**src/hdl/vrds_pkg.sv**
```systemverilog
// ----------------------------------------------------------------------------
// vrds_pkg
// Types, codes and constants shared by the voxel ray stepper modules.
// ----------------------------------------------------------------------------
package vrds_pkg;

	localparam int COORD_BITS_DEF = 16;

	// Request operation codes.
	localparam logic OP_START  = 1'b0;
	localparam logic OP_ANSWER = 1'b1;

	// Result kinds.
	localparam logic [1:0] KIND_QUERY = 2'd0;
	localparam logic [1:0] KIND_HIT   = 2'd1;
	localparam logic [1:0] KIND_MISS  = 2'd2;

	// Axis codes.
	localparam logic [1:0] AXIS_X    = 2'd0;
	localparam logic [1:0] AXIS_Y    = 2'd1;
	localparam logic [1:0] AXIS_Z    = 2'd2;
	localparam logic [1:0] AXIS_NONE = 2'd3;

	localparam logic [31:0] LEN_SAT = 32'hFFFF_FFFF;

	typedef struct packed {
		logic               op;
		logic signed [31:0] origin_x;
		logic signed [31:0] origin_y;
		logic signed [31:0] origin_z;
		logic signed [15:0] dir_x;
		logic signed [15:0] dir_y;
		logic signed [15:0] dir_z;
		logic [31:0]        max_distance;
		logic               occupied;
	} cmd_t;

	typedef struct packed {
		logic [1:0]         kind;
		logic signed [15:0] voxel_x;
		logic signed [15:0] voxel_y;
		logic signed [15:0] voxel_z;
		logic signed [15:0] back_x;
		logic signed [15:0] back_y;
		logic signed [15:0] back_z;
		logic               back_valid;
	} rsp_t;

	// Top-level control states.
	typedef enum logic {
		ST_IDLE,
		ST_SETUP
	} ctl_state_t;

	// Phases of the setup sequencer.
	typedef enum logic [2:0] {
		PH_IDLE,
		PH_SQ,
		PH_SQRT,
		PH_DIV,
		PH_MUL,
		PH_BND
	} setup_phase_t;

endpackage

```
**src/hdl/vrds_setup.sv**
```systemverilog
// ----------------------------------------------------------------------------
// vrds_setup
// Iterative ray setup: sum of squared direction components, a bit-pair
// square root, a restoring division per axis and one shared multiplier
// for the squares and the first boundary lengths.
// ----------------------------------------------------------------------------
module vrds_setup (
	input  logic               clk,
	input  logic               arst_n,
	input  logic               start,
	input  logic signed [15:0] dir [3],
	input  logic [15:0]        frac [3],
	output logic               done,
	output logic [31:0]        unit_len [3],
	output logic [31:0]        bnd [3]
);
	import vrds_pkg::*;

	setup_phase_t phase_q, phase_d;
	logic [1:0]   axis_q;
	logic [4:0]   cnt_q;
	logic         done_q;

	logic [15:0]  mag_q [3];
	logic [16:0]  fr_q [3];
	logic [31:0]  acc_q;
	logic [63:0]  n_q;
	logic [63:0]  r_q;
	logic [15:0]  rem_q;
	logic [31:0]  quo_q;
	logic [47:0]  prod_q;
	logic [31:0]  unit_q [3];
	logic [31:0]  bnd_q [3];

	logic [15:0]  mul_a;
	logic [31:0]  mul_b;
	logic [47:0]  mul_p;
	logic [63:0]  sq_bit;
	logic [63:0]  sq_try;
	logic         sq_ge;
	logic [31:0]  len_w;
	logic [16:0]  div_try;
	logic         div_ge;
	logic         last_iter;
	logic         last_axis;

	// Shared multiplier: squares first, then fraction times unit length.
	always_comb begin
		if (phase_q == PH_SQ) begin
			mul_a = mag_q[axis_q];
			mul_b = {16'd0, mag_q[axis_q]};
		end else begin
			mul_a = fr_q[axis_q][15:0];
			mul_b = unit_q[axis_q];
		end
		mul_p = 48'(mul_a) * 48'(mul_b);
	end

	// One square-root step and one division step.
	always_comb begin
		sq_bit  = 64'd1 << {cnt_q, 1'b0};
		sq_try  = r_q + sq_bit;
		sq_ge   = n_q >= sq_try;
		len_w   = r_q[31:0];
		div_try = {rem_q, len_w[cnt_q]};
		div_ge  = div_try >= {1'b0, mag_q[axis_q]};
	end

	assign last_iter = (cnt_q == 5'd0);
	assign last_axis = (axis_q == AXIS_Z);

	// Sequencer next phase.
	always_comb begin
		phase_d = phase_q;
		unique case (phase_q)
			PH_IDLE: begin
				if (start) phase_d = PH_SQ;
			end
			PH_SQ: begin
				if (last_axis) phase_d = PH_SQRT;
			end
			PH_SQRT: begin
				if (last_iter) phase_d = PH_DIV;
			end
			PH_DIV: begin
				if (last_iter) phase_d = PH_MUL;
			end
			PH_MUL: begin
				phase_d = PH_BND;
			end
			PH_BND: begin
				phase_d = last_axis ? PH_IDLE : PH_DIV;
			end
			default: phase_d = PH_IDLE;
		endcase
	end

	// Phase register and done pulse.
	always_ff @(posedge clk or negedge arst_n) begin
		if (!arst_n) begin
			phase_q <= PH_IDLE;
			done_q  <= 1'b0;
		end else begin
			phase_q <= phase_d;
			done_q  <= (phase_q == PH_BND) && last_axis;
		end
	end

	// Datapath registers.
	always_ff @(posedge clk) begin
		case (phase_q)
			PH_IDLE: begin
				if (start) begin
					for (int a = 0; a < 3; a++) begin
						mag_q[a] <= (dir[a] < 0) ? 16'(-dir[a]) : 16'(dir[a]);
						fr_q[a]  <= (dir[a] < 0) ? {1'b0, frac[a]}
							: 17'h10000 - {1'b0, frac[a]};
					end
					acc_q  <= 32'd0;
					axis_q <= AXIS_X;
				end
			end
			PH_SQ: begin
				acc_q <= acc_q + mul_p[31:0];
				if (last_axis) begin
					n_q   <= {acc_q + mul_p[31:0], 32'd0};
					r_q   <= 64'd0;
					cnt_q <= 5'd31;
				end else begin
					axis_q <= axis_q + 2'd1;
				end
			end
			PH_SQRT: begin
				if (sq_ge) begin
					n_q <= n_q - sq_try;
					r_q <= (r_q >> 1) + sq_bit;
				end else begin
					r_q <= r_q >> 1;
				end
				cnt_q <= cnt_q - 5'd1;
				if (last_iter) begin
					axis_q <= AXIS_X;
					rem_q  <= 16'd0;
				end
			end
			PH_DIV: begin
				// A zero divisor makes every quotient bit one, which is saturation.
				rem_q <= div_ge ? 16'(div_try - {1'b0, mag_q[axis_q]}) : div_try[15:0];
				quo_q <= {quo_q[30:0], div_ge};
				cnt_q <= cnt_q - 5'd1;
				if (last_iter) unit_q[axis_q] <= {quo_q[30:0], div_ge};
			end
			PH_MUL: begin
				prod_q <= mul_p;
			end
			PH_BND: begin
				// A whole cell to the boundary is exactly one unit length.
				bnd_q[axis_q] <= fr_q[axis_q][16] ? unit_q[axis_q] : prod_q[47:16];
				if (!last_axis) begin
					axis_q <= axis_q + 2'd1;
					cnt_q  <= 5'd31;
					rem_q  <= 16'd0;
				end
			end
			default: ;
		endcase
	end

	assign done     = done_q;
	assign unit_len = unit_q;
	assign bnd      = bnd_q;

endmodule

```
**src/hdl/voxel_ray_dda_stepper.sv**
```systemverilog
// ----------------------------------------------------------------------------
// voxel_ray_dda_stepper
// Fixed-point 3-D voxel traversal: ray setup, occupancy queries and steps.
// ----------------------------------------------------------------------------
//  channel | signals                    | carries
//  cmd     | cmd_valid, cmd_stall, cmd  | start or answer request (cmd_t)
//  rsp     | rsp_valid, rsp_stall, rsp  | query, hit or miss result (rsp_t)
//
// A start request gives its result after a setup sequence: three squares,
// a 32-step square root and, per axis, a 32-step division, a multiply and a
// boundary step share one arithmetic unit, and a registered done pulse signals completion.
// An answer request is handled by one compare tree and one add.
// A request is taken while no setup runs and the result register is empty or
// being drained. Reset clears the control state only; no clearing pass is needed.
// ----------------------------------------------------------------------------
module voxel_ray_dda_stepper #(
	parameter int COORD_BITS = vrds_pkg::COORD_BITS_DEF
) (
	input  logic          clk,
	input  logic          arst_n,
	input  logic          cmd_valid,
	output logic          cmd_stall,
	input  vrds_pkg::cmd_t cmd,
	output logic          rsp_valid,
	input  logic          rsp_stall,
	output vrds_pkg::rsp_t rsp
);
	import vrds_pkg::*;

	ctl_state_t ctl_q, ctl_d;

	logic [COORD_BITS-1:0] cell_q [3];
	logic [COORD_BITS-1:0] start_q [3];
	logic                  sign_q [3];
	logic [31:0]           bnd_q [3];
	logic [31:0]           limit_q;
	logic [1:0]            last_q;
	logic                  active_q;
	logic                  rsp_valid_q;
	rsp_t                  rsp_q;

	logic                  accept;
	logic                  start_go;
	logic                  answer_go;
	logic signed [15:0]    dir_w [3];
	logic [15:0]           frac_w [3];
	logic                  su_done;
	logic [31:0]           su_unit [3];
	logic [31:0]           su_bnd [3];

	logic [1:0]            sel;
	logic [COORD_BITS-1:0] cell_step [3];
	logic [32:0]           bnd_sum;
	logic [31:0]           trav;
	logic                  moved;
	rsp_t                  rsp_step;
	rsp_t                  rsp_hit;
	rsp_t                  rsp_first;

	// Cell coordinate in the 16-bit output format.
	function automatic logic [15:0] cell_out(input logic [COORD_BITS-1:0] c);
		cell_out = 16'(signed'(c));
	endfunction

	// Integer part of a Q16.16 origin, wrapped to the cell width.
	function automatic logic [COORD_BITS-1:0] cell_in(input logic [31:0] org);
		cell_in = COORD_BITS'(32'(signed'(org[31:16])));
	endfunction

	// Request handshake.
	assign cmd_stall = (ctl_q != ST_IDLE) || (rsp_valid_q && rsp_stall);
	assign accept    = cmd_valid && !cmd_stall;
	assign start_go  = accept && (cmd.op == OP_START);
	assign answer_go = accept && (cmd.op == OP_ANSWER) && active_q;

	assign dir_w  = '{cmd.dir_x, cmd.dir_y, cmd.dir_z};
	assign frac_w = '{cmd.origin_x[15:0], cmd.origin_y[15:0], cmd.origin_z[15:0]};

	vrds_setup u_setup (
		.clk      (clk),
		.arst_n   (arst_n),
		.start    (start_go),
		.dir      (dir_w),
		.frac     (frac_w),
		.done     (su_done),
		.unit_len (su_unit),
		.bnd      (su_bnd)
	);

	// Step choice: nearest boundary, ties go to z.
	always_comb begin
		if (bnd_q[0] < bnd_q[1] && bnd_q[0] < bnd_q[2]) sel = AXIS_X;
		else if (bnd_q[1] < bnd_q[0] && bnd_q[1] < bnd_q[2]) sel = AXIS_Y;
		else sel = AXIS_Z;
		for (int a = 0; a < 3; a++) begin
			cell_step[a] = cell_q[a];
		end
		cell_step[sel] = sign_q[sel] ? cell_q[sel] - COORD_BITS'(1)
			: cell_q[sel] + COORD_BITS'(1);
		trav    = bnd_q[sel];
		bnd_sum = {1'b0, bnd_q[sel]} + {1'b0, su_unit[sel]};
	end

	// Result of a step: next query or a miss.
	always_comb begin
		rsp_step = '0;
		if (trav < limit_q) begin
			rsp_step.kind    = KIND_QUERY;
			rsp_step.voxel_x = cell_out(cell_step[0]);
			rsp_step.voxel_y = cell_out(cell_step[1]);
			rsp_step.voxel_z = cell_out(cell_step[2]);
		end else begin
			rsp_step.kind = KIND_MISS;
		end
	end

	// First result of a ray: the start voxel, or a miss for a zero limit.
	always_comb begin
		rsp_first = '0;
		if (limit_q != 32'd0) begin
			rsp_first.kind    = KIND_QUERY;
			rsp_first.voxel_x = cell_out(cell_q[0]);
			rsp_first.voxel_y = cell_out(cell_q[1]);
			rsp_first.voxel_z = cell_out(cell_q[2]);
		end else begin
			rsp_first.kind = KIND_MISS;
		end
	end

	// Result of a hit, with the voxel the ray came from.
	always_comb begin
		logic [COORD_BITS-1:0] bk [3];
		for (int a = 0; a < 3; a++) begin
			bk[a] = cell_q[a];
		end
		moved = (last_q != AXIS_NONE) && ((cell_q[0] != start_q[0]) ||
			(cell_q[1] != start_q[1]) || (cell_q[2] != start_q[2]));
		if (last_q != AXIS_NONE) begin
			bk[last_q] = sign_q[last_q] ? cell_q[last_q] + COORD_BITS'(1)
				: cell_q[last_q] - COORD_BITS'(1);
		end
		rsp_hit         = '0;
		rsp_hit.kind    = KIND_HIT;
		rsp_hit.voxel_x = cell_out(cell_q[0]);
		rsp_hit.voxel_y = cell_out(cell_q[1]);
		rsp_hit.voxel_z = cell_out(cell_q[2]);
		if (moved) begin
			rsp_hit.back_x     = cell_out(bk[0]);
			rsp_hit.back_y     = cell_out(bk[1]);
			rsp_hit.back_z     = cell_out(bk[2]);
			rsp_hit.back_valid = 1'b1;
		end
	end

	// Control next state.
	always_comb begin
		ctl_d = ctl_q;
		unique case (ctl_q)
			ST_IDLE:  if (start_go) ctl_d = ST_SETUP;
			ST_SETUP: if (su_done) ctl_d = ST_IDLE;
			default:  ctl_d = ST_IDLE;
		endcase
	end

	// Control registers.
	always_ff @(posedge clk or negedge arst_n) begin
		if (!arst_n) begin
			ctl_q       <= ST_IDLE;
			active_q    <= 1'b0;
			rsp_valid_q <= 1'b0;
		end else begin
			ctl_q <= ctl_d;
			if (start_go) begin
				active_q <= 1'b0;
			end else if (ctl_q == ST_SETUP && su_done) begin
				active_q <= (limit_q != 32'd0);
			end else if (answer_go) begin
				active_q <= !cmd.occupied && (trav < limit_q);
			end
			if ((ctl_q == ST_SETUP && su_done) || answer_go) begin
				rsp_valid_q <= 1'b1;
			end else if (!rsp_stall) begin
				rsp_valid_q <= 1'b0;
			end
		end
	end

	// Ray state and result payload.
	always_ff @(posedge clk) begin
		if (start_go) begin
			cell_q[0]  <= cell_in(cmd.origin_x);
			cell_q[1]  <= cell_in(cmd.origin_y);
			cell_q[2]  <= cell_in(cmd.origin_z);
			start_q[0] <= cell_in(cmd.origin_x);
			start_q[1] <= cell_in(cmd.origin_y);
			start_q[2] <= cell_in(cmd.origin_z);
			for (int a = 0; a < 3; a++) begin
				sign_q[a] <= dir_w[a] < 0;
			end
			limit_q <= cmd.max_distance;
			last_q  <= AXIS_NONE;
		end else if (ctl_q == ST_SETUP && su_done) begin
			bnd_q <= su_bnd;
			rsp_q <= rsp_first;
		end else if (answer_go) begin
			if (cmd.occupied) begin
				rsp_q <= rsp_hit;
			end else begin
				cell_q     <= cell_step;
				bnd_q[sel] <= bnd_sum[32] ? LEN_SAT : bnd_sum[31:0];
				last_q     <= sel;
				rsp_q      <= rsp_step;
			end
		end
	end

	assign rsp_valid = rsp_valid_q;
	assign rsp       = rsp_q;

endmodule

```
**config.mk**
```make
export PLATFORM = sky130hd
export DESIGN_NAME = voxel_ray_dda_stepper
export DESIGN_NICKNAME = d
export VERILOG_FILES = /design/src/hdl/vrds_pkg.sv /design/src/hdl/vrds_setup.sv /design/src/hdl/voxel_ray_dda_stepper.sv
export SDC_FILE = /design/constraint.sdc
export NUM_CORES = 2
export LEC_CHECK = 0
export BUFFER_PORTS_ARGS = -buffer_cell sky130_fd_sc_hd__buf_2
export CAP_MARGIN = 20
export CORE_UTILIZATION = 42
export CTS_BUF_LIST = sky130_fd_sc_hd__clkbuf_8
export DETAILED_ROUTE_END_ITERATION = 8
export SLEW_MARGIN = 20
export SYNTH_ARGS = -nofsm -noshare
export SYNTH_HDL_FRONTEND = slang
export SYNTH_SLANG_ARGS = --single-unit
export TNS_END_PERCENT = 20
```
**constraint.sdc**
```tcl
create_clock -name clk -period 11.9 [get_ports clk]
set_input_delay 0 -clock clk [delete_from_list [all_inputs] [get_ports clk]]
set_output_delay 0 -clock clk [all_outputs]
set_load 0.005 [all_outputs]
```
==> results_dict.tcl <==
set metrics [dict create \
    track_usage_pct 27.07 \
    gp_congestion 1.002 \
    cts_inserted_buffers 160 \
    vias 57390 \
    wl_per_cell_um 22.71 \
    r2r_setup_slack_ns 0.86 \
    die-area_um2 167800 \
    crit_required_ns 12.64 \
    hold_buffers 439 \
    critPathKind "reg2reg" \
    crit_fanout 29 \
    routed_wl_um 230600 \
    hold_depth 4 \
    layout-drive-gt1-share_pct 9.396 \
    power_density_nw_per_um2 84.58 \
    area_growth_syn_to_layout_pct 16.43 \
    setup_viol 0 \
    netlist_area_um2 69800 \
    leakage_nw 33.16 \
    io_buffers 282 \
    netlist_instances 7137 \
    synth_nets 8239 \
    r2r.worst_path.cells 33 \
    avgViaCountPerCell 5.653 \
    rr_startpoint "u_setup.phase_q[0]$_DFFE_PN0P_" \
    final-seq-area_um2 26210 \
    startpoint_type "flip-flop" \
    timing.critical_path.slowest_cell_delay_ns 0.73 \
    drv_slew 0 \
    synth-edff-count 863 \
    critical_path.slowest_cell "nor2_4" \
    critPathTopFamily "adder cells" \
    max-vdd-ir-drop_mv 0.1305 \
    synth_cell_types 100 \
    syn_avg_cell_area_um2 9.780 \
    ys_warn_count 0 \
    hold_path_end "cell_q[26]$_DFFE_PP_" \
    skew_ns 0.06633 \
    rows 149 \
    die_h_um 409.7 \
    drcViolationCount 138 \
    clockRootBuffer "clkbuf_8" \
    ys_seq_elements 876 \
    arrival_ns 11.78 \
    cp_common_cell "fa_1" \
    cts_tree "built" \
    slew_headroom_pct 19.87 \
    die_w_um 409.7 \
    tns_ns 0 \
    max_freq_ghz 0.09058 \
    rsz0062_at_grt "false" \
    grt_pass1_vias 57450 \
    yosysSeqAreaShare_pct 37.55 \
    drtPass1Iterations 8 \
    drt_iter0_markers 5408 \
    hpwl_um 169400 \
    grt_max_degree 82 \
    grt-ovfl-total 0 \
    dominantRegCellSynth "edfxtp_1" \
    hold_class "in2reg" \
    post-route-period-util_pct 92.77 \
    fin_nets 8950 \
    coreArea_um2 165000 \
    clk_transition_reported_paths_ns 0.06 \
    violations "design-rule violations" \
    drv_cap 0 \
    antenna_found_initial 6 \
    power_w 0.006874 \
    htree_levels 4 \
    cts_setup_buffers 0 \
    start_util_pct 42.31 \
    cts_resized 0 \
    worstHoldStart "cmd[139]" \
    hold_violations 0 \
    cts.sinks 876 \
    critPathCaptureType "flip-flop" \
    synth_top_area_share_pct 37.13 \
    clk_path_buf_depth 3 \
    r2r_end "u_setup.n_q[62]$_DFFE_PP_" \
    clkLatencyLatePin_ns 0.92 \
    io_pins 283 \
    grt_pass1_wl_um 347800 \
    worst_pin_slew_ns 1.198 \
    num-fill-cells 15080 \
    multi_input_area_um2 40160 \
    final_antenna_net_count 0 \
    async_flop_share_pct 0.7991 \
    synth_area_leader_cell "edfxtp_1" \
    critPathBufInv 3 \
    timing.final.crit_period_ns 11.04 \
    outcome "finished, violations left" \
    synthTopCellsByArea "edfxtp_1 37%, fa_1 12%, ha_1 8.9%" \
]
-- synth_stat cells, types with 53 or more instances --
cell type	n
a31oi_1	99
edfxtp_1	863
fa_1	424
nand2b_1	53
xor2_1	212
xnor2_1	219
nor3_1	110
nand4_1	72
nor2b_1	81
a21oi_1	377
nand3_1	76
inv_1	653
o21a_1	53
o21ai_0	360
o22ai_1	64
clkbuf_1	245
nand2_1	875
nor2_1	787
ha_1	496
a21o_1	144
mux2i_1	114
-- how the worst max path moves through the flow --
stage | start | slack, ns | endpoint | cells after the start
6_report | u_setup.phase_q[0]$_DFFE_PN0P_ | 0.86 | u_setup.n_q[62]$_DFFE_PP_ | 33
4_1_cts | flip-flop | 0.86 | u_setup.n_q[62]$_DFFE_PP_ | 34
3_3_place_gp | flip-flop | 1.12 | u_setup.n_q[62]$_DFFE_PP_ | 34
2_1_floorplan | rsp_valid$_DFFE_PN0P_ | 0.44 | bnd_q[0]$_DFFE_PP_ | 5
3_5_place_dp | flip-flop | 0.92 | u_setup.n_q[62]$_DFFE_PP_ | 34
5_1_grt | flip-flop | 0.31 | u_setup.n_q[62]$_DFFE_PP_ | 34
-- report_power, final --
part,internal [W],switching [W],total (W)
sequential,0.00343,0.0000231,0.00345
combinational,0.000311,0.000323,0.000634
clock,0.00141,0.00138,0.00279
total,0.00515,0.00172,0.00687
-- layout make-up --
class	count	area share, %
clock buffer	164	2.777
multi-input combinational	5314	49.42
sequential	876	32.25
timing repair buffer	841	8.280
tap	2189	3.370
antenna	3	0.009237
inverter	655	3.028
clock inverter	111	0.8606
-- sequential cells by signal, summed over array words and instances (netlist names), 3 cells and up, named ones only --
name / flops
u_setup.prod_q: 32
bnd_q: 96
u_setup.phase_q: 3
u_setup.cnt_q: 5
rsp: 99
u_setup.acc_q: 32
u_setup.bnd: 96
u_setup.n_q: 64
cell_q: 48
u_setup.unit_len: 96
u_setup.quo_q: 31
limit_q: 32
u_setup.rem_q: 16
u_setup.r_q: 64
u_setup.fr_q: 51
start_q: 48
u_setup.mag_q: 48
sign_q: 3
-- logic make-up after synthesis --
logic type / count (synthesis) / share of synthesized area, %
adders and majority gates: 920 / 21.05
and+or+nand+nor: 2285 / 14.33
DFF: 876 / 37.55
muxes: 147 / 2.329
AOI/OAI and AO/OA: 1531 / 14.15
buffers and inverters: 947 / 5.182
xor gates and xnor gates: 431 / 5.408
-- worst register-to-register path, delay by kind of cell, from the launching register on --
family | cells | cell delay, ns
fa+ha+maj | 8 | 3.37
compound gates | 13 | 3.35
simple gates | 8 | 2.71
flops | 1 | 0.70
buf+inv | 3 | 0.40
xor+xnor | 1 | 0.36
-- metal layers --
layer	track usage [%]	share of wire, %	wire length [um]
met5	0	0.011	26
met4	11.74	4.4	10250
met3	3.955	6.7	15430
met2	43.71	46	106200
met1	36.12	43	98740
-- per-stage QoR --
stage | setup WS, ns | hold slack (ns) | util, % | instance area (um2) | instances
global route | 0.3124 | 0.07389 | 49.26 | 81270 | 10150
floorplan | 0.4441 | -0.2956 | - | 69810 | 7137
finish | 0.8603 | 0.1040 | 49.26 | 81270 | 10150
CTS | 0.8621 | 0.0002950 | 49.24 | 81240 | 10150
global placement | 1.117 | -0.08411 | 44.78 | 73880 | 9434
detailed placement | 0.9208 | -0.08199 | 44.78 | 73890 | 9434
-- cells in the final DEF, fill, tap and decap left out, types with 22 or more instances in the layout --
cell type,n
a31oi_1,99
or2_2,24
o2bb2ai_1,24
dlygate4sd3_1,439
o22ai_1,64
clkbuf_8,164
o21bai_1,50
nand3_1,76
nand4_1,72
a22oi_1,30
mux2i_1,113
a21o_1,144
ha_1,496
a31o_2,22
a211oi_1,47
nand2_1,869
buf_4,117
o31ai_1,30
nor2_1,778
inv_1,689
clkinv_1,41
edfxtp_1,863
or3_1,29
o21ai_0,353
and2_1,38
o221ai_1,22
mux2_2,23
and3_1,49
buf_2,283
o21ai_1,30
a21oi_1,371
fa_1,424
o21a_1,53
xor2_1,212
nand2b_1,53
nor2b_1,81
nor4_1,44
nor3_1,110
xnor2_1,219
(Power assumes the default switching activity.)
